## config.mk

```make
export PLATFORM = sky130hd
export DESIGN_NAME = playfield_majority_encoder
export DESIGN_NICKNAME = d
export VERILOG_FILES = /design/src/design/pme_pkg.sv /design/src/design/pme_group_accum.sv /design/src/design/playfield_majority_encoder.sv
export SDC_FILE = /design/constraint.sdc
export NUM_CORES = 1
export LEC_CHECK = 0
export BUFFER_PORTS_ARGS = -buffer_cell sky130_fd_sc_hd__buf_2
export CAP_MARGIN = 10
export CORE_MARGIN = 3
export CORE_UTILIZATION = 39
export CTS_CLUSTER_DIAMETER = 50
export DETAILED_ROUTE_END_ITERATION = 6
export PLACE_DENSITY = 0.65
export SKIP_LAST_GASP = 1
export SLEW_MARGIN = 20
export SYNTH_ARGS = -nofsm -noshare
export SYNTH_HDL_FRONTEND = slang
export SYNTH_HIERARCHICAL = 1
export SYNTH_SLANG_ARGS = --single-unit
```

## constraint.sdc

```tcl
create_clock -name clk -period 3.2 [get_ports clk]
set_input_delay 0.64 -clock clk [delete_from_list [all_inputs] [get_ports clk]]
set_output_delay 0.64 -clock clk [all_outputs]
set_load 0.005 [all_outputs]
```

## src/design/pme_pkg.sv

```systemverilog
`timescale 1ns / 1ps
// ----------------------------------------------------------------------------
// Playfield majority encoder package
// Shared types, row geometry and per-write segment tables.
// ----------------------------------------------------------------------------
package pme_pkg;

  localparam int unsigned ROW_PIXELS   = 160;
  localparam int unsigned IDX_W        = 8;
  localparam int unsigned GROUP_W      = 6;
  localparam int unsigned CNT_W        = 3;
  localparam int unsigned SEG_W        = 3;

  localparam logic [CNT_W-1:0] MAJORITY_MIN  = 3'd3;
  localparam logic [IDX_W-1:0] LAST_PIXEL    = 8'(ROW_PIXELS - 1);
  localparam logic [SEG_W-1:0] SEG_ROW_LAST  = 3'd5;

  // Playfield register codes
  typedef enum logic [1:0] {
    REG_PF0 = 2'd0,
    REG_PF1 = 2'd1,
    REG_PF2 = 2'd2
  } pf_reg_t;

  // Group status handed from the accumulator to the packer
  typedef struct packed {
    logic               write_due;    // this word closes a register write
    logic               group_end;    // this word completes a group
    logic               filled;       // majority of group matches fill class
    logic [CNT_W-1:0]   group_match;  // matched pixels of group after fill
    logic [SEG_W-1:0]   seg;          // write segment of current group
  } group_status_t;

  // Segment holding a group
  function automatic logic [SEG_W-1:0] seg_of(input logic [GROUP_W-1:0] group);
    logic [SEG_W-1:0] s;
    if (group <= 6'd3)       s = 3'd0;
    else if (group <= 6'd11) s = 3'd1;
    else if (group <= 6'd19) s = 3'd2;
    else if (group <= 6'd23) s = 3'd3;
    else if (group <= 6'd31) s = 3'd4;
    else                     s = 3'd5;
    return s;
  endfunction

  function automatic logic [GROUP_W-1:0] seg_last_group(input logic [SEG_W-1:0] s);
    logic [GROUP_W-1:0] g;
    unique case (s)
      3'd0:    g = 6'd3;
      3'd1:    g = 6'd11;
      3'd2:    g = 6'd19;
      3'd3:    g = 6'd23;
      3'd4:    g = 6'd31;
      default: g = 6'd39;
    endcase
    return g;
  endfunction

  function automatic pf_reg_t seg_reg(input logic [SEG_W-1:0] s);
    pf_reg_t r;
    unique case (s) inside
      3'd0, 3'd3: r = REG_PF0;
      3'd1, 3'd4: r = REG_PF1;
      default:    r = REG_PF2;
    endcase
    return r;
  endfunction

  function automatic logic [7:0] seg_start_ofs(input logic [SEG_W-1:0] s);
    logic [7:0] o;
    unique case (s)
      3'd0:    o = 8'd68;
      3'd1:    o = 8'd84;
      3'd2:    o = 8'd116;
      3'd3:    o = 8'd148;
      3'd4:    o = 8'd164;
      default: o = 8'd196;
    endcase
    return o;
  endfunction

  function automatic logic [7:0] seg_end_ofs(input logic [SEG_W-1:0] s);
    logic [7:0] o;
    unique case (s)
      3'd0:    o = 8'd84;
      3'd1:    o = 8'd116;
      3'd2:    o = 8'd148;
      3'd3:    o = 8'd164;
      3'd4:    o = 8'd196;
      default: o = 8'd228;
    endcase
    return o;
  endfunction

endpackage

```

## src/design/pme_group_accum.sv

```systemverilog
`timescale 1ns / 1ps
// ----------------------------------------------------------------------------
// Playfield majority encoder group accumulator
// Tracks pixel position and per-group class counts; reports group result.
// ----------------------------------------------------------------------------
module pme_group_accum (
  input  logic                         clk,
  input  logic                         rst,
  input  logic                         accept,
  input  logic [7:0]                   pixel_class,
  input  logic [7:0]                   target_class,
  input  logic [7:0]                   fill_class,
  output pme_pkg::group_status_t       status
);

  logic [pme_pkg::IDX_W-1:0]   pixel_index;
  logic [pme_pkg::CNT_W-1:0]   group_fill_count;
  logic [pme_pkg::CNT_W-1:0]   group_match_if_filled;
  logic [pme_pkg::CNT_W-1:0]   group_match_if_kept;

  logic [pme_pkg::CNT_W-1:0]   fill_count_next;
  logic [pme_pkg::CNT_W-1:0]   match_filled_next;
  logic [pme_pkg::CNT_W-1:0]   match_kept_next;
  logic [pme_pkg::GROUP_W-1:0] group;
  logic                        group_end;

  assign group     = pixel_index[pme_pkg::IDX_W-1:2];
  assign group_end = (pixel_index[1:0] == 2'd3);

  assign fill_count_next   = group_fill_count + pme_pkg::CNT_W'(pixel_class == fill_class);
  assign match_filled_next = group_match_if_filled + pme_pkg::CNT_W'(target_class == fill_class);
  assign match_kept_next   = group_match_if_kept + pme_pkg::CNT_W'(pixel_class == target_class);

  always_comb begin
    status.seg         = pme_pkg::seg_of(group);
    status.group_end   = group_end;
    status.write_due   = group_end && (group == pme_pkg::seg_last_group(status.seg));
    status.filled      = (fill_count_next >= pme_pkg::MAJORITY_MIN);
    status.group_match = status.filled ? match_filled_next : match_kept_next;
  end

  always_ff @(posedge clk) begin
    if (rst) begin
      pixel_index           <= '0;
      group_fill_count      <= '0;
      group_match_if_filled <= '0;
      group_match_if_kept   <= '0;
    end else if (accept) begin
      pixel_index <= (pixel_index == pme_pkg::LAST_PIXEL) ? '0 : pixel_index + 8'd1;
      if (group_end) begin
        group_fill_count      <= '0;
        group_match_if_filled <= '0;
        group_match_if_kept   <= '0;
      end else begin
        group_fill_count      <= fill_count_next;
        group_match_if_filled <= match_filled_next;
        group_match_if_kept   <= match_kept_next;
      end
    end
  end

  a_index_in_row: assert property (@(posedge clk) disable iff (rst)
    pixel_index <= pme_pkg::LAST_PIXEL)
    else $error("pixel index beyond row");

  a_count_bound: assert property (@(posedge clk) disable iff (rst)
    group_fill_count <= 3'd3 && group_match_if_kept <= 3'd3)
    else $error("group count beyond three pixels");

  a_wrap: assert property (@(posedge clk) disable iff (rst)
    accept && pixel_index == pme_pkg::LAST_PIXEL |=> pixel_index == '0)
    else $error("row did not wrap");

endmodule

```

## src/design/playfield_majority_encoder.sv

```systemverilog
`timescale 1ns / 1ps
// ----------------------------------------------------------------------------
// Playfield majority encoder
// Folds a 160-pixel row into six playfield register writes by 4-pixel
// majority, and counts pixels matching their target after filling.
// ----------------------------------------------------------------------------
// Output: a write is registered and appears in the cycle after the pixel closing it.
// Throughput: one pixel word per cycle; input is stalled only when the word
//   would close a write while the previous write is still held downstream.
// Reset (rst, synchronous): row position, group counts, pattern, row total,
//   fill_class and the output valid flag clear; no clearing pass.
// ----------------------------------------------------------------------------
module playfield_majority_encoder (
  input  logic        clk,
  input  logic        rst,
  // configuration
  input  logic        cfg_write_enable,
  input  logic [7:0]  cfg_write_data,
  // pixel words
  input  logic        in_valid,
  output logic        in_stall,
  input  logic [7:0]  pixel_class,
  input  logic [7:0]  target_class,
  input  logic [15:0] line_time,
  // register write words
  output logic        out_valid,
  input  logic        out_stall,
  output logic [1:0]  reg_select,
  output logic [7:0]  reg_value,
  output logic [16:0] start_time,
  output logic [16:0] end_time,
  output logic [7:0]  pixels_matched,
  output logic        row_done
);

  logic [7:0]             fill_class;
  logic [7:0]             pattern_byte;
  logic [7:0]             row_match_total;

  logic                   accept;
  logic                   row_last;
  pme_pkg::group_status_t status;
  pme_pkg::pf_reg_t       seg_reg;
  logic [7:0]             pattern_next;
  logic [7:0]             total_next;

  // Fill class register; the user must write it only between words, the block does not enforce this
  always_ff @(posedge clk) begin
    if (rst) begin
      fill_class <= '0;
    end else if (cfg_write_enable) begin
      fill_class <= cfg_write_data;
    end
  end

  // Hold off only the word that would produce a result into a full,
  // stalled output register; words inside a group flow regardless.
  assign in_stall = out_valid && out_stall && status.write_due;
  assign accept   = in_valid && !in_stall;

  pme_group_accum u_group_accum (
    .clk          (clk),
    .rst          (rst),
    .accept       (accept),
    .pixel_class  (pixel_class),
    .target_class (target_class),
    .fill_class   (fill_class),
    .status       (status)
  );

  assign seg_reg  = pme_pkg::seg_reg(status.seg);
  assign row_last = (status.seg == pme_pkg::SEG_ROW_LAST);

  // PF1 shifts in at D0; PF0 and PF2 shift in at D7
  always_comb begin
    if (seg_reg == pme_pkg::REG_PF1) begin
      pattern_next = {pattern_byte[6:0], status.filled};
    end else begin
      pattern_next = {status.filled, pattern_byte[7:1]};
    end
  end

  assign total_next = row_match_total + 8'(status.group_match);

  // Pattern and row total; both clear after each write / at row end
  always_ff @(posedge clk) begin
    if (rst) begin
      pattern_byte    <= '0;
      row_match_total <= '0;
    end else if (accept && status.group_end) begin
      pattern_byte    <= status.write_due ? '0 : pattern_next;
      row_match_total <= (status.write_due && row_last) ? '0 : total_next;
    end
  end

  // Output register
  always_ff @(posedge clk) begin
    if (rst) begin
      out_valid <= 1'b0;
    end else if (accept && status.write_due) begin
      out_valid <= 1'b1;
    end else if (!out_stall) begin
      out_valid <= 1'b0;
    end
  end

  always_ff @(posedge clk) begin
    if (accept && status.write_due) begin
      reg_select     <= seg_reg;
      reg_value      <= pattern_next;
      start_time     <= {1'b0, line_time} + 17'(pme_pkg::seg_start_ofs(status.seg));
      end_time       <= {1'b0, line_time} + 17'(pme_pkg::seg_end_ofs(status.seg));
      pixels_matched <= row_last ? total_next : '0;
      row_done       <= row_last;
    end
  end

  a_stall_only_when_full: assert property (@(posedge clk) disable iff (rst)
    in_stall |-> out_valid && out_stall)
    else $error("input stalled with free output");

  a_row_done_pf2: assert property (@(posedge clk) disable iff (rst)
    out_valid && row_done |-> reg_select == pme_pkg::REG_PF2)
    else $error("row end on wrong register");

  a_matched_only_at_end: assert property (@(posedge clk) disable iff (rst)
    out_valid && !row_done |-> pixels_matched == 8'd0)
    else $error("match count outside row end");

  a_matched_bound: assert property (@(posedge clk) disable iff (rst)
    out_valid && row_done |-> pixels_matched <= 8'd160)
    else $error("match count beyond row length");

  a_window: assert property (@(posedge clk) disable iff (rst)
    out_valid |-> end_time > start_time)
    else $error("write window empty");

endmodule

```

==> summary.md, run 1 <==
| Metric | Value |
|---|---|
| Hold Path Sink | `row_match_total[2]$_SDFFE_PP0P_` |
| Top-count cell post-synth | `nor2_1` |
| Number of buffers created by CTS | `9` |
| CP arrival | `3.41 ns` |
| Die Area | `0.0137 sq mm` |
| Share of the synthesized area in the top cell type | `30.5%` |
| P&R area growth vs syn | `25.3%` |
| Fin crit share | `97.9%` |
| Die Wd | `117 um` |
| Async SR Flop Fraction | `0%` |
| H-tree Lvls | `3` |
| Lkg Pwr | `0.00245 uW` |
| Worst Reg-to-Reg Cells | `14` |
| Clock skew | `0.00551 ns` |
| GRT Residual Overflow | `0` |
| Hold Vio Cnt, Final | `0` |
| Max VDD drop | `0.227 mV` |
| Req. time, crit path | `3.48 ns` |
| Clock-pin slew on the worst setup and hold paths | `0.06 ns` |
| Routed wire length per instance | `14.0 um` |
| Worst hold path type | `flop to flop` |
| Clk root buf | `clkbuf_16` |
| Vias/cell | `5.06` |
| Status | `completed` |
| GRT Util Overall | `15.4%` |
| Clk sinks | `91` |
| Cells on Worst Hold Path | `2` |
| Routed WL | `10,400 um` |
| GPL Wtd Cong | `0.822` |
| Starting density of the core | `41.0%` |
| Unrepaired setup endpoints after global routing | `true` |
| Slew @ Worst Pin | `0.566 ns` |
| Starting DRT DRC Count | `179` |
| Die Y | `117 um` |
| Share of the core filled with cells | `51.4%` |
| Clock insertion delay at the later pin of the skew report | `0.34 ns` |
| Core region area | `0.0118 sq mm` |
| CTS hold repair buffers | `0` |
| Synth top cells by count | `nor2_1 (52), edfxtp_1 (49), xnor2_1 (47)` |
| DRC Markers | `0` |
| Finished Cell Area | `0.00604 sq mm` |
| Crit-path max FO | `4` |
| Maxcap violations | `0` |
| Final Worst Setup Slack | `0.0676 ns` |
| First-pass GRT wire length | `16,600 um` |
| CP endpoint kind | `flop` |
| I/O pins | `100` |
| Placement Cell Area | `0.00563 sq mm` |
| Synth Net Count | `525` |
| Vias in the first global route | `3,596` |
| RR Startpoint | `fill_class[7]$_SDFFE_PP0P_` |
| Hold path startpoint | `row_match_total[2]$_SDFFE_PP0P_` |
| Vias | `3,736` |
| Crit Reg-Reg Endpoint | `row_match_total[6]$_SDFFE_PP0P_` |
| Final #Nets | `636` |
| Cell taking the most area after synthesis | `edfxtp_1` |
| Number of flops mapped to enable cells by yosys | `49` |
| Seq/Total Area, Yosys | `47.9%` |
| Drt pass-1 iters | `4` |
| Fin. max-slew vios | `0` |
| Synth Warn # | `6` |
| Final hold slack | `0.462 ns` |
| Slew headroom | `62.2%` |
| DPL Wire Length | `7810 um` |
| I/O Buffers | `99` |
| Final setup viols | `0` |
| Synth cell types | `61` |
| Dpl ws | `-0.357 ns` |
| CTS tree | `built` |
| Top_reg_cell synth | `edfxtp_1` |
| # rows | `39` |
| Largest net degree at the start of global routing | `45` |
| Initial antenna violation count | `0` |
| Final ANT Viol Nets | `0` |
| Power Density | `406 mW/mm^2` |
| Startpoint Class | `input pin` |
| Maximum clock path buffer count | `2` |
| N_diodes | `0` |
| CP Class | `input pin to flop` |
| Share of cells above drive strength 1 | `32.9%` |
| Leading post-synthesis cells by cell area | `edfxtp_1 (31%), dfxtp_1 (17%), xnor2_1 (8.5%)` |
| Cell Area, Synth | `0.00482 sq mm` |
| Reg-to-reg slack, setup | `0.09 ns` |
| Synth Instances | `459` |
| Number of synthesized register bits | `91` |
| F_max | `319 MHz` |
| Min Tclk post-route | `3.13 ns` |
| Mean post-synth cell area | `10.5 sq um` |
-- critical path: stages --
cell,delay [ns]
buf_2,0.13
xnor2_2,0.14
nand4_1,0.11
nor2_1,0.12
ha_2,0.20
ha_4,0.20
a211o_4,0.36
mux2_4,0.22
ha_4,0.12
inv_2,0.03
fa_2,0.37
nor2b_4,0.16
o2111ai_4,0.13
or3_1,0.39
o21ai_1,0.08
-- worst max path at each step --
stage	startpoint	end	slack, ns	cells past startpoint
final	pixel_class[0]	row_match_total[6]$_SDFFE_PP0P_	0.07	15
after floorplan	pixel_class[4]	row_match_total[1]$_SDFFE_PP0P_	-0.02	12
after CTS	pixel_class[0]	pixels_matched[7]$_SDFFCE_PN0P_	0.005	13
after global placement	pixel_class[1]	pixels_matched[7]$_SDFFCE_PN0P_	-0.27	13
after detailed placement	pixel_class[0]	pixels_matched[7]$_SDFFCE_PN0P_	-0.36	13
after global routing	pixel_class[5]	row_match_total[6]$_SDFFE_PP0P_	-0.03	15
-- cell usage in the layout, fill, tap and decap left out, types with 3 or more instances in the layout --
cell type	netlist	routed
a211oi_1	6	5
a21o_1	3	3
a21oi_1	24	24
a22oi_1	5	5
a32o_1	8	8
and2_1	3	3
buf_2	5	99
buf_4	5	23
clkbuf_16	0	9
dfxtp_1	42	35
dfxtp_2	0	7
edfxtp_1	49	49
ha_1	20	16
ha_4	0	3
inv_1	20	19
mux2_2	9	9
mux2i_1	11	11
nand2_1	16	16
nand3_1	7	7
nand3b_1	3	3
nand4_1	10	10
nor2_1	52	50
nor2_2	1	3
nor2b_1	9	7
nor3_1	8	6
nor4_1	3	3
o21a_1	3	3
o21ai_0	22	19
o21ai_1	0	3
o21bai_1	3	3
or3_1	5	5
xnor2_1	47	41
xnor2_2	0	6
xor2_1	7	7
-- state kept, by name, indices dropped and copies added, names as in the netlist, 2 cells and up --
name / count
u_group_accum/group_match_if_filled: 3
u_group_accum/group_match_if_kept: 3
pattern_byte: 8
u_group_accum/pixel_index: 8
reg_select: 2
pixels_matched: 8
start_time: 17
reg_value: 8
end_time: 13
u_group_accum/group_fill_count: 3
row_match_total: 8
fill_class: 8
-- cell families after synthesis --
kind of cell | Yosys count | synth area share [%]
adder cells (fa/ha/maj) | 21 | 5.60
multiplexers | 22 | 4.85
AND/OR/NAND/NOR | 137 | 14.8
AO/OA/AOI/OAI | 91 | 12.8
buffers and inverters | 43 | 4.20
flip-flops | 91 | 47.9
XOR/XNOR | 54 | 9.81
-- cell type report --
cell class | count | area [sq um]
Clock buffer | 12 | 256
Tap cell | 164 | 205
Multi-Input combinational cell | 325 | 2470
Sequential cell | 91 | 2320
Clock inverter | 4 | 25.0
Inverter | 20 | 75.1
Fill cell | 1040 | 5720
Timing Repair Buffer | 123 | 688
-- repair_timing --
| action | 4_1_cts | 5_1_grt |
|---|---|---|
| hold endpoints to repair | 0 | 0 |
| resized for setup | 0 | 27 |
| setup buffers | 0 | 1 |
| pin swaps | 1 | 8 |
| setup endpoints to repair | 1 | 20 |
-- power breakdown --
group	leakage (uW)	internal, uW	switching, uW
registers	0.000810	1240	11.7
clock network	0.000136	566	435
logic	0.00150	96.8	104
-- per-layer routing --
layer  global-route usage, %  wire, um
met1                    18.7      4630
met3                    4.11       586
met5                       0         0
met2                    26.0      4990
met4                    5.81       167
-- through the flow --
step | std cells | total power [uW] | setup TNS [ns]
after global placement | 722 | 1460 | -2.53
after global routing | 739 | 2550 | -0.0295
after floorplan | 459 | 1390 | -0.0203
final | 739 | 2450 | 0
after CTS | 738 | 2470 | 0
after detailed placement | 722 | 1470 | -3.67
No activity file was read; power rests on OpenSTA's default activity.
==> run 2: changes to the inputs <==
--- a/config.mk
+++ b/config.mk
@@ -11,6 +11,8 @@
 export CORE_UTILIZATION = 39
 export CTS_CLUSTER_DIAMETER = 50
 export DETAILED_ROUTE_END_ITERATION = 6
+export GPL_ROUTABILITY_DRIVEN = 0
+export MAX_ROUTING_LAYER = met4
 export PLACE_DENSITY = 0.65
 export SKIP_LAST_GASP = 1
 export SLEW_MARGIN = 20
==> constraint.sdc (replaced) <==
create_clock -name clk -period 3.2 [get_ports clk]
set_input_delay 0.48 -clock clk [delete_from_list [all_inputs] [get_ports clk]]
set_output_delay 0.48 -clock clk [all_outputs]
set_load 0.005 [all_outputs]
==> run 2 against run 1 <==
Against the previous run:
- critical path depth fell by 1
- largest cell class unchanged
- via count grew 0.64%
- largest power group unchanged
- total power is 3.0% higher
- utilization hardly changed
==> summary.md, run 2 (synthesized netlist as in run 1, its figures left out) <==
| Metric | Value |
|---|---|
| Maxcap violations | `0 (unchanged)` |
| Die Area | `0.0137 sq mm (unchanged)` |
| Clk sinks | `91 (unchanged)` |
| Buf+Inv Stages, Crit Path | `2 (unchanged)` |
| Final ANT Viol Nets | `0 (unchanged)` |
| Clock insertion delay at the later pin of the skew report | `0.35 ns (was 0.34 ns)` |
| Number of buffers created by CTS | `9 (unchanged)` |
| CTS tree | `built (unchanged)` |
| DRC Markers | `0 (unchanged)` |
| Clk root buf | `clkbuf_16 (unchanged)` |
| CP startpoint | `fill_class[2]$_SDFFE_PP0P_ (was pixel_class[0])` |
| Worst hold path type | `input pin to flop (was flop to flop)` |
| Share of cells above drive strength 1 | `32.8% (was 32.9%)` |
| F_max | `321 MHz (was 319 MHz)` |
| Crit-path max FO | `3 (was 4)` |
| Vias in the first global route | `3,537 (was 3,596)` |
| CP Class | `flop to flop (was input pin to flop)` |
| GRT Util Overall | `16.2% (was 15.4%)` |
| Routed WL | `10,600 um (was 10,400 um)` |
| CP endpoint kind | `flop (unchanged)` |
| CP arrival | `3.39 ns (was 3.41 ns)` |
| Routed wire length per instance | `14.4 um (was 14.0 um)` |
| Hold path startpoint | `line_time[0] (was row_match_total[2]$_SDFFE_PP0P_)` |
| Lkg Pwr | `0.00247 uW (was 0.00245 uW)` |
| Die Wd | `117 um (unchanged)` |
| # rows | `39 (unchanged)` |
| DPL Wire Length | `7810 um (about the same)` |
| Starting DRT DRC Count | `157 (was 179)` |
| Most common cell after layout, fill and taps aside | `buf_2 (unchanged)` |
| RR Startpoint | `fill_class[2]$_SDFFE_PP0P_ (was fill_class[7]$_SDFFE_PP0P_)` |
| Most frequent cells in the layout | `buf_2 (99), nor2_1 (50), edfxtp_1 (49), xnor2_1 (44), dfxtp_1 (36) (was buf_2 (99), nor2_1 (50), edfxtp_1 (49), xnor2_1 (41), dfxtp_1 (35))` |
| Startpoint Class | `flop (was input pin)` |
| Max VDD drop | `0.198 mV (was 0.227 mV)` |
| Fin. max-slew vios | `0 (unchanged)` |
| Fin crit share | `97.3% (was 97.9%)` |
| First-pass GRT wire length | `16,900 um (was 16,600 um)` |
| Critical Path Max Stage Delay | `0.36 ns (was 0.39 ns)` |
| Unrepaired setup endpoints after global routing | `true (unchanged)` |
| Clock-pin slew on the worst setup and hold paths | `0.07 ns (was 0.06 ns)` |
| Clock skew | `0.00366 ns (was 0.00551 ns)` |
| N_diodes | `0 (unchanged)` |
| Die Y | `117 um (unchanged)` |
| Req. time, crit path | `3.48 ns (about the same)` |
| P&R area growth vs syn | `25.3% (about the same)` |
| I/O Buffers | `99 (unchanged)` |
| Final setup viols | `0 (unchanged)` |
| Maximum clock path buffer count | `2 (unchanged)` |
| Max reg flops | `17 (unchanged)` |
| Power Density | `418 mW/mm^2 (was 406 mW/mm^2)` |
| Hold Vio Cnt, Final | `0 (unchanged)` |
| GRT Residual Overflow | `0 (unchanged)` |
| Crit path max-delay cell type | `fa_2 (was or3_1)` |
| Drt pass-1 iters | `4 (unchanged)` |
| Vias | `3,760 (was 3,736)` |
| Core region area | `0.0118 sq mm (unchanged)` |
| Starting density of the core | `41.0% (unchanged)` |
| Crit path top cell by count | `ha_4 (unchanged)` |
| TNS Setup | `0 ns (unchanged)` |
| H-tree Lvls | `3 (unchanged)` |
| Slew headroom | `58.3% (was 62.2%)` |
| Largest net degree at the start of global routing | `37 (was 45)` |
| Biggest registers after layout | `start_time: 17 flops, end_time: 13 flops (unchanged)` |
| Status | `completed (unchanged)` |
| Final #Nets | `638 (was 636)` |
| CP delay by family, top | `adder cells (unchanged)` |
| Slew @ Worst Pin | `0.626 ns (was 0.566 ns)` |
| Initial antenna violation count | `0 (unchanged)` |
| Min Tclk post-route | `3.11 ns (was 3.13 ns)` |
| I/O pins | `100 (unchanged)` |
| Final hold slack | `0.306 ns (was 0.462 ns)` |
| Vias/cell | `5.07 (was 5.06)` |
| Top reg by flops | `start_time (unchanged)` |
| Critical path, cell by cell | `xnor2_2, nand4_1, nor2_2, ha_2, ha_4, a211o_1, mux2_4, ha_4, inv_2, fa_2, buf_4, xor2_1, or3_4, a21oi_2 (was buf_2, xnor2_2, nand4_1, nor2_1, ha_2, ha_4, a211o_4, mux2_4, ha_4, inv_2, fa_2, nor2b_4, o2111ai_4, or3_1, o21ai_1)` |
run 2: cell count changes in the layout (fill, tap and decap cells not counted), moves of 2 or more:
cell | before | now
clkinv_4 | 1 | 3
buf_4 | 23 | 25
xnor2_1 | 41 | 44
dfxtp_2 | 7 | 5
xnor2_2 | 6 | 3
a21oi_2 | 0 | 2
a21oi_1 | 24 | 22
clkbuf_8 | 2 | 0
nor3_2 | 2 | 0
run 2: layout make-up:
type | count | area (sq um)
Timing Repair Buffer | 125 | 703
Tap cell | 164 | 205
Clock inverter | 7 | 77.6
Clock buffer | 9 | 225
Multi-Input combinational cell | 325 | 2440
Inverter | 20 | 75.1
Sequential cell | 91 | 2320
Fill cell | 1049 | 5710
run 2: through the flow:
| step | util, % | area (sq um) | power, uW | cells | worst slack (ns) |
|---|---|---|---|---|---|
| after floorplan | - | 4820 | 1390 | 459 | 0.0316 |
| after global routing | 51.4 | 6050 | 2620 | 741 | -0.0428 |
| after CTS | 50.1 | 5890 | 2550 | 736 | -0.0176 |
| after detailed placement | 47.3 | 5570 | 1470 | 720 | -0.331 |
| after global placement | 47.3 | 5570 | 1460 | 720 | -0.228 |
| final | 51.4 | 6050 | 2520 | 741 | 0.0862 |
run 2: worst reg2reg max path, cell delays in order, from the launching register on:
cell and delay, ns:
dfxtp_2 0.35, xnor2_2 0.15, nand4_1 0.13, nor2_2 0.12
ha_2 0.20, ha_4 0.20, a211o_1 0.34, mux2_4 0.23
ha_4 0.13, inv_2 0.04, fa_2 0.36, buf_4 0.15
xor2_1 0.17, or3_4 0.35, a21oi_2 0.15
run 2: per-layer routing:
layer	vias to the layer above	global-route usage [%]	wire length [um]
met5	-	-	0
met4	0	4.66	173
met3	14	4.58	578
met2	93	26.1	5090
met1	1777	19.7	4800
li1	1876	-	-
run 2: where the power goes:
| part | internal (uW) | switching, uW | leakage (uW) |
|---|---|---|---|
| Clock | 610 | 465 | 0.000146 |
| Combinational | 97.1 | 106 | 0.00152 |
| Sequential | 1240 | 9.60 | 0.000810 |
| Total | 1940 | 581 | 0.00247 |
run 2: worst paths after layout:
check                                                       end  slack [ns]  cells past startpoint
worst min-delay path                    start_time[0]$_DFFE_PP_        0.31                      1
worst max-delay path            row_match_total[2]$_SDFFE_PP0P_        0.09                     14
worst max register to register  row_match_total[2]$_SDFFE_PP0P_        0.09                     14
worst min register to register     pattern_byte[0]$_SDFFE_PP0P_        0.47                      1
run 2: what timing repair did:
action | in CTS | in global routing
setup endpoints to repair | 7 | 22
gates resized for setup | 7 | 30
hold buffers | 0 | 0
setup buffers | 0 | 5
pin swaps | 2 | 16
==> run 3: changes to the inputs <==
--- a/config.mk
+++ b/config.mk
@@ -7,6 +7,7 @@
 export LEC_CHECK = 0
 export BUFFER_PORTS_ARGS = -buffer_cell sky130_fd_sc_hd__buf_2
 export CAP_MARGIN = 10
+export CORE_ASPECT_RATIO = 1.5
 export CORE_MARGIN = 3
 export CORE_UTILIZATION = 39
 export CTS_CLUSTER_DIAMETER = 50
==> run 3 against run 2 <==
Against the previous run:
- clock power barely moved
- maximum frequency fell by 2.6%
- critical path depth did not move
- critical path type unchanged
- cell area barely moved
- register-to-register slack got worse by 0.08 ns
- clock-buffer cell count rose by 2
- worst hold slack improved by 0.0029 ns
- total power fell by 1.2%
- critical endpoint is now row_match_total[6]$_SDFFE_PP0P_
- worst setup slack got worse by 0.082 ns
- non-clock buffer count fell by 3
- global-route usage fell by 0.21 points
==> summary.md, run 3 (synthesized netlist as in run 1, its figures left out) <==
| Metric | Value |
|---|---|
| Power Density | `413 mW/mm^2 (was 418 mW/mm^2)` |
| Min Tclk post-route | `3.20 ns (was 3.11 ns)` |
| Initial antenna violation count | `0 (unchanged)` |
| Seq pwr share | `49.9% (was 49.3%)` |
| Share of the core filled with cells | `50.3% (was 51.4%)` |
| Finished Layout Cells | `727 (was 741)` |
| Routed WL | `10,900 um (was 10,600 um)` |
| Hold Vio Cnt, Final | `0 (unchanged)` |
| Vias/cell | `5.23 (was 5.07)` |
| Max VDD drop | `0.288 mV (was 0.198 mV)` |
| Clk sinks | `91 (unchanged)` |
| Starting DRT DRC Count | `120 (was 157)` |
| TNS Setup | `0 ns (unchanged)` |
| Routed wire length per instance | `15.0 um (was 14.4 um)` |
| CTS tree | `built (unchanged)` |
| Final ANT Viol Nets | `0 (unchanged)` |
| Final Power | `2500 uW (was 2520 uW)` |
| # rows | `49 (was 39)` |
| Req. time, crit path | `3.48 ns (about the same)` |
| Fin. max-slew vios | `0 (unchanged)` |
| Crit-path max FO | `3 (unchanged)` |
| Sw frac | `23.1% (was 23.0%)` |
| Startpoint Class | `flop (unchanged)` |
| Unrepaired setup endpoints after global routing | `true (unchanged)` |
| Biggest registers after layout | `start_time: 17 flops, end_time: 13 flops (unchanged)` |
| DRC Markers | `0 (unchanged)` |
| Lkg Pwr | `0.00246 uW (was 0.00247 uW)` |
| Maximum clock path buffer count | `2 (unchanged)` |
| Core region area | `0.0120 sq mm (was 0.0118 sq mm)` |
| Clk root buf | `clkbuf_16 (unchanged)` |
| H-tree Lvls | `3 (unchanged)` |
| Max reg flops | `17 (unchanged)` |
| First-pass GRT wire length | `17,400 um (was 16,900 um)` |
| Final #Nets | `635 (was 638)` |
| CTS hold repair buffers | `0 (unchanged)` |
| Crit path top cell by count | `ha_4 (unchanged)` |
| CP arrival | `3.47 ns (was 3.39 ns)` |
| Number of buffers created by CTS | `9 (unchanged)` |
| CP endpoint kind | `flop (unchanged)` |
| Crit path max-delay cell type | `fa_2 (unchanged)` |
| Fin crit share | `99.9% (was 97.3%)` |
| I/O pins | `100 (unchanged)` |
| Clock-pin slew on the worst setup and hold paths | `0.07 ns (about the same)` |
| Die Area | `0.0138 sq mm (was 0.0137 sq mm)` |
| Die Y | `142 um (was 117 um)` |
| CP delay by family, top | `adder cells (unchanged)` |
| Psw | `577 uW (was 581 uW)` |
| Clock skew | `0.0160 ns (was 0.00366 ns)` |
| Critical Path Max Stage Delay | `0.39 ns (was 0.36 ns)` |
| Clock insertion delay at the later pin of the skew report | `0.35 ns (about the same)` |
| CP Class | `flop to flop (unchanged)` |
| Starting density of the core | `40.1% (was 41.0%)` |
| Most frequent cells in the layout | `buf_2 (99), nor2_1 (51), edfxtp_1 (49), xnor2_1 (42), dfxtp_1 (34) (was buf_2 (99), nor2_1 (50), edfxtp_1 (49), xnor2_1 (44), dfxtp_1 (36))` |
| F_max | `313 MHz (was 321 MHz)` |
| I/O Buffers | `99 (unchanged)` |
| Slew headroom | `57.9% (was 58.3%)` |
| Maxcap violations | `0 (unchanged)` |
| GRT Util Overall | `15.9% (was 16.2%)` |
| Share of cells above drive strength 1 | `33.8% (was 32.8%)` |
| Die Wd | `96.8 um (was 117 um)` |
| Comb pwr share | `8.1% (about the same)` |
| Vias | `3,799 (was 3,760)` |
| GRT Residual Overflow | `0 (unchanged)` |
| Slew @ Worst Pin | `0.632 ns (was 0.626 ns)` |
| Most common cell after layout, fill and taps aside | `buf_2 (unchanged)` |
| Critical path, cell by cell | `xnor2_2, nand4_1, nor2_1, ha_2, ha_4, a211o_4, mux2_4, ha_4, inv_2, fa_2, nor2b_4, o2111ai_4, or3_1, o21ai_1 (was xnor2_2, nand4_1, nor2_2, ha_2, ha_4, a211o_1, mux2_4, ha_4, inv_2, fa_2, buf_4, xor2_1, or3_4, a21oi_2)` |
| Inst Count DP | `709 (was 720)` |
| N_diodes | `0 (unchanged)` |
| Status | `completed (unchanged)` |
| Internal | `1920 uW (was 1940 uW)` |
| Dpl ws | `-0.295 ns (was -0.331 ns)` |
| Clock Power Share | `41.9% (was 42.6%)` |
| Vias in the first global route | `3,754 (was 3,537)` |
| P&R area growth vs syn | `25.3% (about the same)` |
| Final setup viols | `0 (unchanged)` |
| Drt pass-1 iters | `4 (unchanged)` |
| Worst hold path type | `input pin to flop (unchanged)` |
| Buf+Inv Stages, Crit Path | `1 (was 2)` |
| Final Worst Setup Slack | `0.00371 ns (was 0.0862 ns)` |
| Top reg by flops | `start_time (unchanged)` |
| Largest net degree at the start of global routing | `50 (was 37)` |
| DPL Wire Length | `7930 um (was 7810 um)` |
[run 3: cell types whose count changed in the layout (fill, tap and decap cells not counted), sizes merged]
cell,previous run,this run
clkbuf,9,11
bufinv,1,0
clkinvlp,1,0
inv,21,23
buf,125,122
clkinv,4,2
[run 3: path summary, 6_finish.rpt]
kind / start / to / slack [ns] / cells after the start
hold reg to reg: pattern_byte[0]$_SDFFE_PP0P_ / pattern_byte[0]$_SDFFE_PP0P_ / 0.47 / 1
setup / recovery: fill_class[4]$_SDFFE_PP0P_ / row_match_total[6]$_SDFFE_PP0P_ / 0.004 / 14
hold / removal: line_time[0] / start_time[0]$_DFFE_PP_ / 0.31 / 1
setup reg to reg: fill_class[4]$_SDFFE_PP0P_ / row_match_total[6]$_SDFFE_PP0P_ / 0.004 / 14
[run 3: cell type report]
class                      instances  area (sq um)
timing repair buffer             122           668
tap                              153           191
multi-input combinational        325          2490
clock buffer                      11           254
fill                            1112          5970
sequential                        91          2330
inverter                          20          75.1
clock inverter                     5          42.5
[run 3: layer usage]
metal,routed length [um],share of wire (%),track usage (%),vias up
li1,-,-,-,1875
met1,4160,38,16.2,1790
met2,5970,55,28.9,111
met3,483,4.4,3.24,23
met4,308,2.8,8.28,0
met5,0,0,-,-
[run 3: through the flow]
step,hold slack [ns],instance area (sq um)
final,0.309,6040
after global placement,0.445,5540
after detailed placement,0.457,5540
after global routing,0.300,6040
after floorplan,0.436,4820
after CTS,0.296,5880
[run 3: worst register-to-register path: stages, from the launching register on]
cell and delay [ns]:
dfxtp_4 0.36, xnor2_2 0.14, nand4_1 0.12, nor2_1 0.15, ha_2 0.21, ha_4 0.20
a211o_4 0.35, mux2_4 0.23, ha_4 0.14, inv_2 0.04, fa_2 0.39, nor2b_4 0.18
o2111ai_4 0.17, or3_1 0.34, o21ai_1 0.09
[run 3: power groups by stage]
stage                     registers (uW)  clock network, uW  logic (uW)
after floorplan                     1270                  0         120
after global placement              1270                  0         190
after detailed placement            1270                  0         196
after CTS                           1250               1070         199
after global routing                1250               1120         224
final                               1250               1050         203
[run 3: repair_timing]
item                       CTS  global route
cloned                       0             0
gates resized for setup     15            33
setup endpoints to repair    9            22
pin swaps                    3            16
setup buffers                0             3
